### config.mk
export PLATFORM = sky130hd
export DESIGN_NAME = line_rasterizer_with_corner_fill
export DESIGN_NICKNAME = d
export VERILOG_FILES = /design/src/hdl/lrcf_pkg.sv /design/src/hdl/line_rasterizer_with_corner_fill.sv /design/src/hdl/lrcf_engine.sv /design/src/hdl/lrcf_result_buf.sv
export SDC_FILE = /design/constraint.sdc
export NUM_CORES = 1
export LEC_CHECK = 0
export BUFFER_PORTS_ARGS = -buffer_cell sky130_fd_sc_hd__buf_2
export CORE_ASPECT_RATIO = 0.8
export CORE_MARGIN = 5
export CORE_UTILIZATION = 30
export CTS_CLUSTER_DIAMETER = 120
export DETAILED_ROUTE_END_ITERATION = 10
export PLACE_DENSITY = 0.52
export SYNTH_ARGS = -nofsm -noshare
export SYNTH_HDL_FRONTEND = slang
export SYNTH_SLANG_ARGS = --single-unit
### constraint.sdc
create_clock -name clk -period 11.44 [get_ports clk]
set_input_delay 1.716 -clock clk [delete_from_list [all_inputs] [get_ports clk]]
set_output_delay 1.716 -clock clk [all_outputs]
set_load 0.05 [all_outputs]
### src/hdl/lrcf_pkg.sv
// Shared types, constants and the pixel clip/address function for the line rasterizer.
// Used by lrcf_engine, lrcf_result_buf and line_rasterizer_with_corner_fill.
package lrcf_pkg;

  localparam int RowBytes = 160;
  localparam int XMax     = 319;
  localparam int YMax     = 199;
  localparam int MaxPix   = 3;

  localparam logic ACT_START = 1'b0;
  localparam logic ACT_STEP  = 1'b1;

  typedef logic signed [10:0] coord_t;
  typedef logic [11:0]        delta_t;
  typedef logic [12:0]        err_t;
  typedef logic [3:0]         color_t;

  typedef struct packed {
    logic        visible;
    logic [14:0] byte_offset;
    logic        low_nibble;
    color_t      pixel_color;
    logic        last_of_step;
    logic        line_done;
  } pix_t;

  typedef struct packed {
    logic [1:0]      count;
    pix_t [MaxPix-1:0] pix;
  } batch_t;

  // Clip one pixel to the screen and work out its byte and nibble.
  function automatic pix_t fmt_pixel(coord_t x, coord_t y, color_t c);
    pix_t p;
    logic vis;
    vis = !x[10] && !y[10] && (x[9:0] <= 10'(XMax)) && (y[9:0] <= 10'(YMax));
    p = '0;
    if (vis) begin
      p.visible     = 1'b1;
      p.byte_offset = 15'(y[7:0]) * 15'(RowBytes) + 15'(x[8:1]);
      p.low_nibble  = x[0];
      p.pixel_color = c;
    end
    return p;
  endfunction

endpackage

### src/hdl/line_rasterizer_with_corner_fill.sv
// Line rasterizer top level: request channel, Bresenham engine and result buffer.
// Depends on lrcf_pkg, lrcf_engine and lrcf_result_buf.
//
// Usage:
//   Input channel (in_valid/in_ready) takes requests. action 0 loads a line
//   (endpoints, main and side color, smooth) and yields no pixel. action 1 steps
//   the line and yields one pixel, or three when smooth is set and the minor
//   axis moves before the endpoint (main pixel, then two corner-fill pixels).
//   Output channel (out_valid/out_ready) delivers one pixel per transfer, with
//   last_of_step on the final pixel of a step and line_done on the endpoint.
//   A step's first pixel appears in the cycle after the request is taken.
//   One request is taken per cycle for one-pixel steps while the receiver is
//   ready; a corner-fill step holds the input until the three-entry buffer drains.
//   A stalled receiver holds the buffer; in_ready drops until its last pixel
//   is taken (same cycle allowed). Reset clears the line (no line active) and
//   empties the buffer.
module line_rasterizer_with_corner_fill (
  input  logic                clk,
  input  logic                rst,
  input  logic                in_valid,
  output logic                in_ready,
  input  logic                action,
  input  logic signed [10:0]  x_start,
  input  logic signed [10:0]  y_start,
  input  logic signed [10:0]  x_end,
  input  logic signed [10:0]  y_end,
  input  logic [3:0]          main_color,
  input  logic [3:0]          side_color,
  input  logic                smooth,
  output logic                out_valid,
  input  logic                out_ready,
  output logic                visible,
  output logic [14:0]         byte_offset,
  output logic                low_nibble,
  output logic [3:0]          pixel_color,
  output logic                last_of_step,
  output logic                line_done
);

  lrcf_pkg::batch_t batch;
  lrcf_pkg::pix_t   head;
  logic             take;
  logic             buf_free;

  assign in_ready = buf_free;
  assign take     = in_valid && in_ready;

  lrcf_engine u_engine (
    .clk        (clk),
    .rst        (rst),
    .take       (take),
    .action     (action),
    .x_start    (x_start),
    .y_start    (y_start),
    .x_end      (x_end),
    .y_end      (y_end),
    .main_color (main_color),
    .side_color (side_color),
    .smooth     (smooth),
    .batch      (batch)
  );

  lrcf_result_buf u_buf (
    .clk      (clk),
    .rst      (rst),
    .load     (take),
    .batch    (batch),
    .pop      (out_ready),
    .has_data (out_valid),
    .free     (buf_free),
    .head     (head)
  );

  assign visible      = head.visible;
  assign byte_offset  = head.byte_offset;
  assign low_nibble   = head.low_nibble;
  assign pixel_color  = head.pixel_color;
  assign last_of_step = head.last_of_step;
  assign line_done    = head.line_done;

  a_step_yields_pixel: assert property (@(posedge clk) disable iff (rst)
    in_valid && in_ready && action == lrcf_pkg::ACT_STEP |=> out_valid)
    else $error("step request produced no pixel");

  a_step_continues: assert property (@(posedge clk) disable iff (rst)
    out_valid && out_ready && !last_of_step |=> out_valid && !in_ready || out_valid)
    else $error("pixels of a step lost before its last one");

  a_done_is_last: assert property (@(posedge clk) disable iff (rst)
    out_valid && line_done |-> last_of_step)
    else $error("line_done without last_of_step");

  a_clip_zero: assert property (@(posedge clk) disable iff (rst)
    out_valid && !visible |-> byte_offset == 15'd0 && pixel_color == 4'd0 && !low_nibble)
    else $error("clipped pixel carries address or color");

endmodule

### src/hdl/lrcf_engine.sv
// Bresenham line state and one-step pixel generation (main pixel plus corner fill).
// Depends on lrcf_pkg.
module lrcf_engine (
  input  logic                clk,
  input  logic                rst,
  input  logic                take,
  input  logic                action,
  input  lrcf_pkg::coord_t    x_start,
  input  lrcf_pkg::coord_t    y_start,
  input  lrcf_pkg::coord_t    x_end,
  input  lrcf_pkg::coord_t    y_end,
  input  lrcf_pkg::color_t    main_color,
  input  lrcf_pkg::color_t    side_color,
  input  logic                smooth,
  output lrcf_pkg::batch_t    batch
);

  lrcf_pkg::coord_t cur_x, cur_y, end_x, end_y;
  lrcf_pkg::delta_t major_delta, minor_delta;
  lrcf_pkg::err_t   error_acc;
  logic [1:0]       step_signs;
  logic             x_is_major;
  logic             line_active;
  logic [7:0]       held_colors;
  logic             held_smooth;

  // start-item setup
  logic signed [11:0] dx, dy;
  lrcf_pkg::delta_t   adx, ady;
  logic               start_xmaj;

  // step-item evaluation
  lrcf_pkg::coord_t x_inc, y_inc;
  lrcf_pkg::coord_t cur_x_next, cur_y_next;
  lrcf_pkg::err_t   err_sum, err_next;
  logic             at_end, minor_move, corners;
  lrcf_pkg::color_t main_c, side_c;

  always_comb begin
    dx         = {x_end[10], x_end} - {x_start[10], x_start};
    dy         = {y_end[10], y_end} - {y_start[10], y_start};
    adx        = dx[11] ? 12'(-dx) : 12'(dx);
    ady        = dy[11] ? 12'(-dy) : 12'(dy);
    start_xmaj = ady < adx;
  end

  always_comb begin
    main_c     = held_colors[7:4];
    side_c     = held_colors[3:0];
    x_inc      = step_signs[0] ? cur_x - 11'sd1 : cur_x + 11'sd1;
    y_inc      = step_signs[1] ? cur_y - 11'sd1 : cur_y + 11'sd1;
    at_end     = x_is_major ? (cur_x == end_x) : (cur_y == end_y);
    err_sum    = error_acc + 13'(minor_delta);
    minor_move = err_sum > 13'(major_delta);
    err_next   = minor_move ? err_sum - 13'(major_delta) : err_sum;
    corners    = minor_move && held_smooth;

    if (x_is_major) begin
      cur_x_next = x_inc;
      cur_y_next = minor_move ? y_inc : cur_y;
    end else begin
      cur_x_next = minor_move ? x_inc : cur_x;
      cur_y_next = y_inc;
    end

    batch = '0;
    if (action == lrcf_pkg::ACT_STEP) begin
      batch.count = 2'd1;
      if (!line_active) begin
        batch.pix[0].last_of_step = 1'b1;
        batch.pix[0].line_done    = 1'b1;
      end else begin
        batch.pix[0] = lrcf_pkg::fmt_pixel(cur_x, cur_y, main_c);
        if (at_end) begin
          batch.pix[0].last_of_step = 1'b1;
          batch.pix[0].line_done    = 1'b1;
        end else if (corners) begin
          batch.count = 2'd3;
          // next major pixel on the old minor line, then current major on the new one
          if (x_is_major) begin
            batch.pix[1] = lrcf_pkg::fmt_pixel(x_inc, cur_y, side_c);
            batch.pix[2] = lrcf_pkg::fmt_pixel(cur_x, y_inc, side_c);
          end else begin
            batch.pix[1] = lrcf_pkg::fmt_pixel(cur_x, y_inc, side_c);
            batch.pix[2] = lrcf_pkg::fmt_pixel(x_inc, cur_y, side_c);
          end
          batch.pix[2].last_of_step = 1'b1;
        end else begin
          batch.pix[0].last_of_step = 1'b1;
        end
      end
    end
  end

  always_ff @(posedge clk) begin
    if (rst) begin
      cur_x       <= '0;
      cur_y       <= '0;
      end_x       <= '0;
      end_y       <= '0;
      major_delta <= '0;
      minor_delta <= '0;
      error_acc   <= '0;
      step_signs  <= '0;
      x_is_major  <= 1'b0;
      line_active <= 1'b0;
      held_colors <= '0;
      held_smooth <= 1'b0;
    end else if (take) begin
      if (action == lrcf_pkg::ACT_START) begin
        cur_x       <= x_start;
        cur_y       <= y_start;
        end_x       <= x_end;
        end_y       <= y_end;
        step_signs  <= {dy[11], dx[11]};
        x_is_major  <= start_xmaj;
        major_delta <= start_xmaj ? adx : ady;
        minor_delta <= start_xmaj ? ady : adx;
        error_acc   <= 13'(start_xmaj ? adx[11:1] : ady[11:1]);
        held_colors <= {main_color, side_color};
        held_smooth <= smooth;
        line_active <= 1'b1;
      end else if (line_active) begin
        if (at_end) begin
          line_active <= 1'b0;
        end else begin
          cur_x     <= cur_x_next;
          cur_y     <= cur_y_next;
          error_acc <= err_next;
        end
      end
    end
  end

endmodule

### src/hdl/lrcf_result_buf.sv
// Three-entry result register: loads one step's pixels at once and drains them in order.
// Depends on lrcf_pkg.
module lrcf_result_buf (
  input  logic              clk,
  input  logic              rst,
  input  logic              load,
  input  lrcf_pkg::batch_t  batch,
  input  logic              pop,
  output logic              has_data,
  output logic              free,
  output lrcf_pkg::pix_t    head
);

  lrcf_pkg::pix_t entry [lrcf_pkg::MaxPix];
  logic [1:0]     cnt;

  assign has_data = cnt != 2'd0;
  // room for a new batch once the last held pixel leaves this cycle
  assign free     = (cnt == 2'd0) || (cnt == 2'd1 && pop);
  assign head     = entry[0];

  always_ff @(posedge clk) begin
    if (rst) begin
      cnt <= '0;
    end else if (load && batch.count != 2'd0) begin
      cnt <= batch.count;
    end else if (pop && has_data) begin
      cnt <= cnt - 2'd1;
    end
  end

  always_ff @(posedge clk) begin
    if (load && batch.count != 2'd0) begin
      entry[0] <= batch.pix[0];
      entry[1] <= batch.pix[1];
      entry[2] <= batch.pix[2];
    end else if (pop && has_data) begin
      entry[0] <= entry[1];
      entry[1] <= entry[2];
    end
  end

endmodule

==> impl_metrics.env <==
export IMPL_synth_xor_area_share_pct=8.56
export IMPL_clock_power_share_pct=20.8
export IMPL_p_leak_nw=6.01
export IMPL_arrival_ns=7.32
export IMPL_drive_gt1_share_pct=9.82
export IMPL_cts_max_level=4
export IMPL_wl_per_cell_microns=18.6
export IMPL_via_per_inst=5.30
export IMPL_cts_made_buffers=17
export IMPL_grt_pass1_vias=10347
export IMPL_worst_r2r_cell_count=17
export IMPL_synth_compound_area_share_pct=23.2
export IMPL_crit_type="in -> reg"
export IMPL_pwr_share_comb_pct=52.9
export IMPL_grt_ovfl_total=0
export IMPL_yosys_warnings=0
export IMPL_path_max_fanout=28
export IMPL_switching_share_pct=45.9
export IMPL_synthTopCellsByArea="edfxtp_1 16%, dfxtp_1 15%, ha_1 13%, xnor2_1 6.2%, a21oi_1 4.7%"
export IMPL_crit_required_ns=11.79
export IMPL_drv_cap=0
export IMPL_post_route_period_util_pct=61.0
export IMPL_synth_top_family_by_area="compound AO/OA/AOI/OAI gates"
export IMPL_outcome="finished clean"
export IMPL_die_area_sq_um=46500
export IMPL_antenna_found_initial=0
export IMPL_drt_iter0_drc=1010
export IMPL_postCtsSetupBuffers=0
export IMPL_vias=10972
export IMPL_drcViolationCount=0
export IMPL_seq_power_share_pct=26.3
export IMPL_grtUsageTotal_pct=16.3
export IMPL_grt_max_degree=81
export IMPL_clk_pin_slew_ns=0.07
export IMPL_final_hold_violation_count=0
export IMPL_io_pins=83
export IMPL_rows=67
export IMPL_dp_hpwl_microns=29400
export IMPL_yosys_most_used_dff="dfxtp_1"
export IMPL_setup_viol=0
export IMPL_grt_setup_unrepaired="no"
export IMPL_hp_class="reg -> reg"
export IMPL_die_width_microns=240
export IMPL_clock_sinks=163
export IMPL_ctsLongestPathBuffers=2
export IMPL_drt_total_wl_microns=38500
export IMPL_yosys_area_top_type="edfxtp_1"
export IMPL_synth_mux_area_share_pct=3.27
export IMPL_ant_nets=0
export IMPL_synth_fa_ha_area_share_pct=14.4
export IMPL_powerDensity_nw_per_um2=204
export IMPL_synth_cells=1462
export IMPL_crit_path_start_kind="primary input"
export IMPL_setup_tns_final_ns=0
export IMPL_synth_seq_area_share_pct=31.0
export IMPL_nNetsFinal=1702
export IMPL_start_util_pct=30.3
export IMPL_crit_path_end_kind="register"
export IMPL_p_sw_mw=1.33
export IMPL_skew_ns=0.0215
export IMPL_synth_nets=1659
export IMPL_die_h_microns=194
export IMPL_hold_ws_ns=0.455
export IMPL_gp_congestion=0.871
export IMPL_synth_top_area_share_pct=15.9
export IMPL_drv_slew=0
export IMPL_tightest_slew_ns=1.36
export IMPL_drt_first_pass_iters=5
export IMPL_hold_buffers=0
export IMPL_core_area_sq_um=41800
export IMPL_fmax_mhz=143
export IMPL_fillCellCount=4350
export IMPL_numPortBuffers=82
export IMPL_diodes=0
export IMPL_slew_headroom_pct=9.07
export IMPL_async_flop_share_pct=0
export IMPL_synth_simple_gate_area_share_pct=13.7
export IMPL_syn_to_final_growth_pct=11.9
export IMPL_grt_pass1_wl_microns=60200
export IMPL_cts_resized=0
export IMPL_p_int_mw=1.57
export IMPL_synth_edf_count=67
export IMPL_synth_area_per_cell_sq_um=8.67
export IMPL_cts_tree="yes"
export IMPL_syn_cell_area_sq_um=12700
export IMPL_ys_types=77
export IMPL_clk_latency_ns=0.47
export IMPL_cts_root_buf="clkbuf_16"
export IMPL_vdd_ir_drop_worst_v=0.000108
export IMPL_ys_ff_latch=163
export IMPL_holdPathStages=2
export IMPL_fin_crit_ns=6.97
## metal layers
layer / global-route usage, % / share of wire (%)
met1: 25.4 / 52
met2: 22.8 / 40
met3: 3.48 / 6.6
met4: 3.45 / 1.3
met5: 0 / 0
## cells in the mapped netlist, types with 9 or more instances
library cell / n
buf_4: 19
o21ai_0: 48
nor2_1: 126
a211oi_1: 41
o211ai_1: 12
o22ai_1: 14
nand3_1: 17
nor3_1: 26
a22o_1: 36
xnor2_1: 90
and2_1: 10
clkbuf_1: 48
ha_1: 128
a21oi_1: 118
mux2i_1: 38
nand2_1: 135
nand4_1: 13
edfxtp_1: 67
o21bai_1: 12
nor2b_1: 12
a21o_1: 36
or3_1: 9
dfxtp_1: 96
xor2_1: 34
and3_1: 14
fa_1: 11
a2bb2oi_1: 9
a31oi_1: 12
o21a_1: 16
inv_1: 109
## logic make-up after synthesis
| group | count (synthesis) |
|---|---|
| fa+ha+maj | 139 |
| simple gates | 385 |
| xor+xnor | 124 |
| compound gates | 429 |
| mux | 41 |
| buf+inv | 181 |
| flops | 163 |
## cell type report
type / count / area [sq um] / share of cell area [%]
clock buffer: 17 / 425 / 3.00
clock inverter: 15 / 183 / 1.29
inverter: 110 / 413 / 2.91
multi-input combinational: 1118 / 8030 / 56.6
sequential: 163 / 3930 / 27.7
tap: 552 / 691 / 4.87
timing repair buffer: 95 / 508 / 3.58
## stage by stage
stage                     instance area (sq um)  instances  power, mW  utilization, %  setup slack, ns
after floorplan                           12700       1462       1.89               -             5.39
after global placement                    13600       2038       2.27            32.5             4.33
after detailed placement                  13600       2038       2.28            32.5             4.20
after CTS                                 14200       2070       2.90            33.9             4.64
after global routing                      14200       2070       3.10            33.9             4.14
final                                     14200       2070       2.90            33.9             4.47
## layout by cell type (no fill, tap or decap), types with 14 or more instances in the layout
master | netlist | layout
edfxtp_1 | 67 | 67
a211oi_1 | 41 | 41
o22ai_1 | 14 | 14
nor2_1 | 126 | 124
nand2_1 | 135 | 134
inv_1 | 109 | 109
mux2i_1 | 38 | 38
xnor2_1 | 90 | 90
o21a_1 | 16 | 16
nand3_1 | 17 | 16
ha_1 | 128 | 128
clkbuf_16 | 0 | 17
a21o_1 | 36 | 36
dfxtp_1 | 96 | 96
a21oi_1 | 118 | 118
nor3_1 | 26 | 26
a22o_1 | 36 | 36
buf_2 | 2 | 82
o21ai_0 | 48 | 48
and3_1 | 14 | 14
xor2_1 | 34 | 34
## flip-flops by register name, indices dropped and copies added, names as in the netlist, 2 cells and up
name                  flops
u_engine.error_acc       13
u_buf.cnt                 2
u_engine.cur_y           11
u_engine.end_y           11
u_buf.entry              67
u_engine.held_colors      8
u_engine.major_delta     12
u_engine.minor_delta     12
u_engine.end_x           11
u_engine.step_signs       2
u_engine.cur_x           11
## worst max-delay path: stages
cell,delay [ns]
buf_2,0.12
inv_1,0.08
ha_1,0.30
nor2b_1,0.14
o2111ai_1,0.27
nand4b_1,0.19
a221o_1,0.42
a21oi_1,0.42
o21ai_0,0.21
xnor2_1,0.51
ha_1,0.26
nand4_1,0.13
or3_1,0.39
a31o_2,0.23
a32oi_4,0.72
inv_1,0.51
nor3_1,0.35
a211oi_1,0.08
o221a_1,0.26
## final timing paths
kind	end	from	slack, ns
min reg2reg	u_engine.held_colors[4]	u_engine.held_colors[4]	0.46
min	u_engine.held_colors[4]	u_engine.held_colors[4]	0.46
max reg2reg	u_buf.entry[0][42]	u_engine.minor_delta[1]	6.42
max	u_engine.error_acc[5]	y_start[1]	4.47
## power groups by stage
stage | logic (mW) | clock network (mW) | registers, mW
final | 1.53 | 0.601 | 0.762
after global routing | 1.69 | 0.639 | 0.774
after CTS | 1.52 | 0.617 | 0.763
after detailed placement | 1.51 | 0 | 0.776
after global placement | 1.49 | 0 | 0.775
after floorplan | 1.14 | 0 | 0.759
Note: power is estimated with default switching activity, not from simulation.
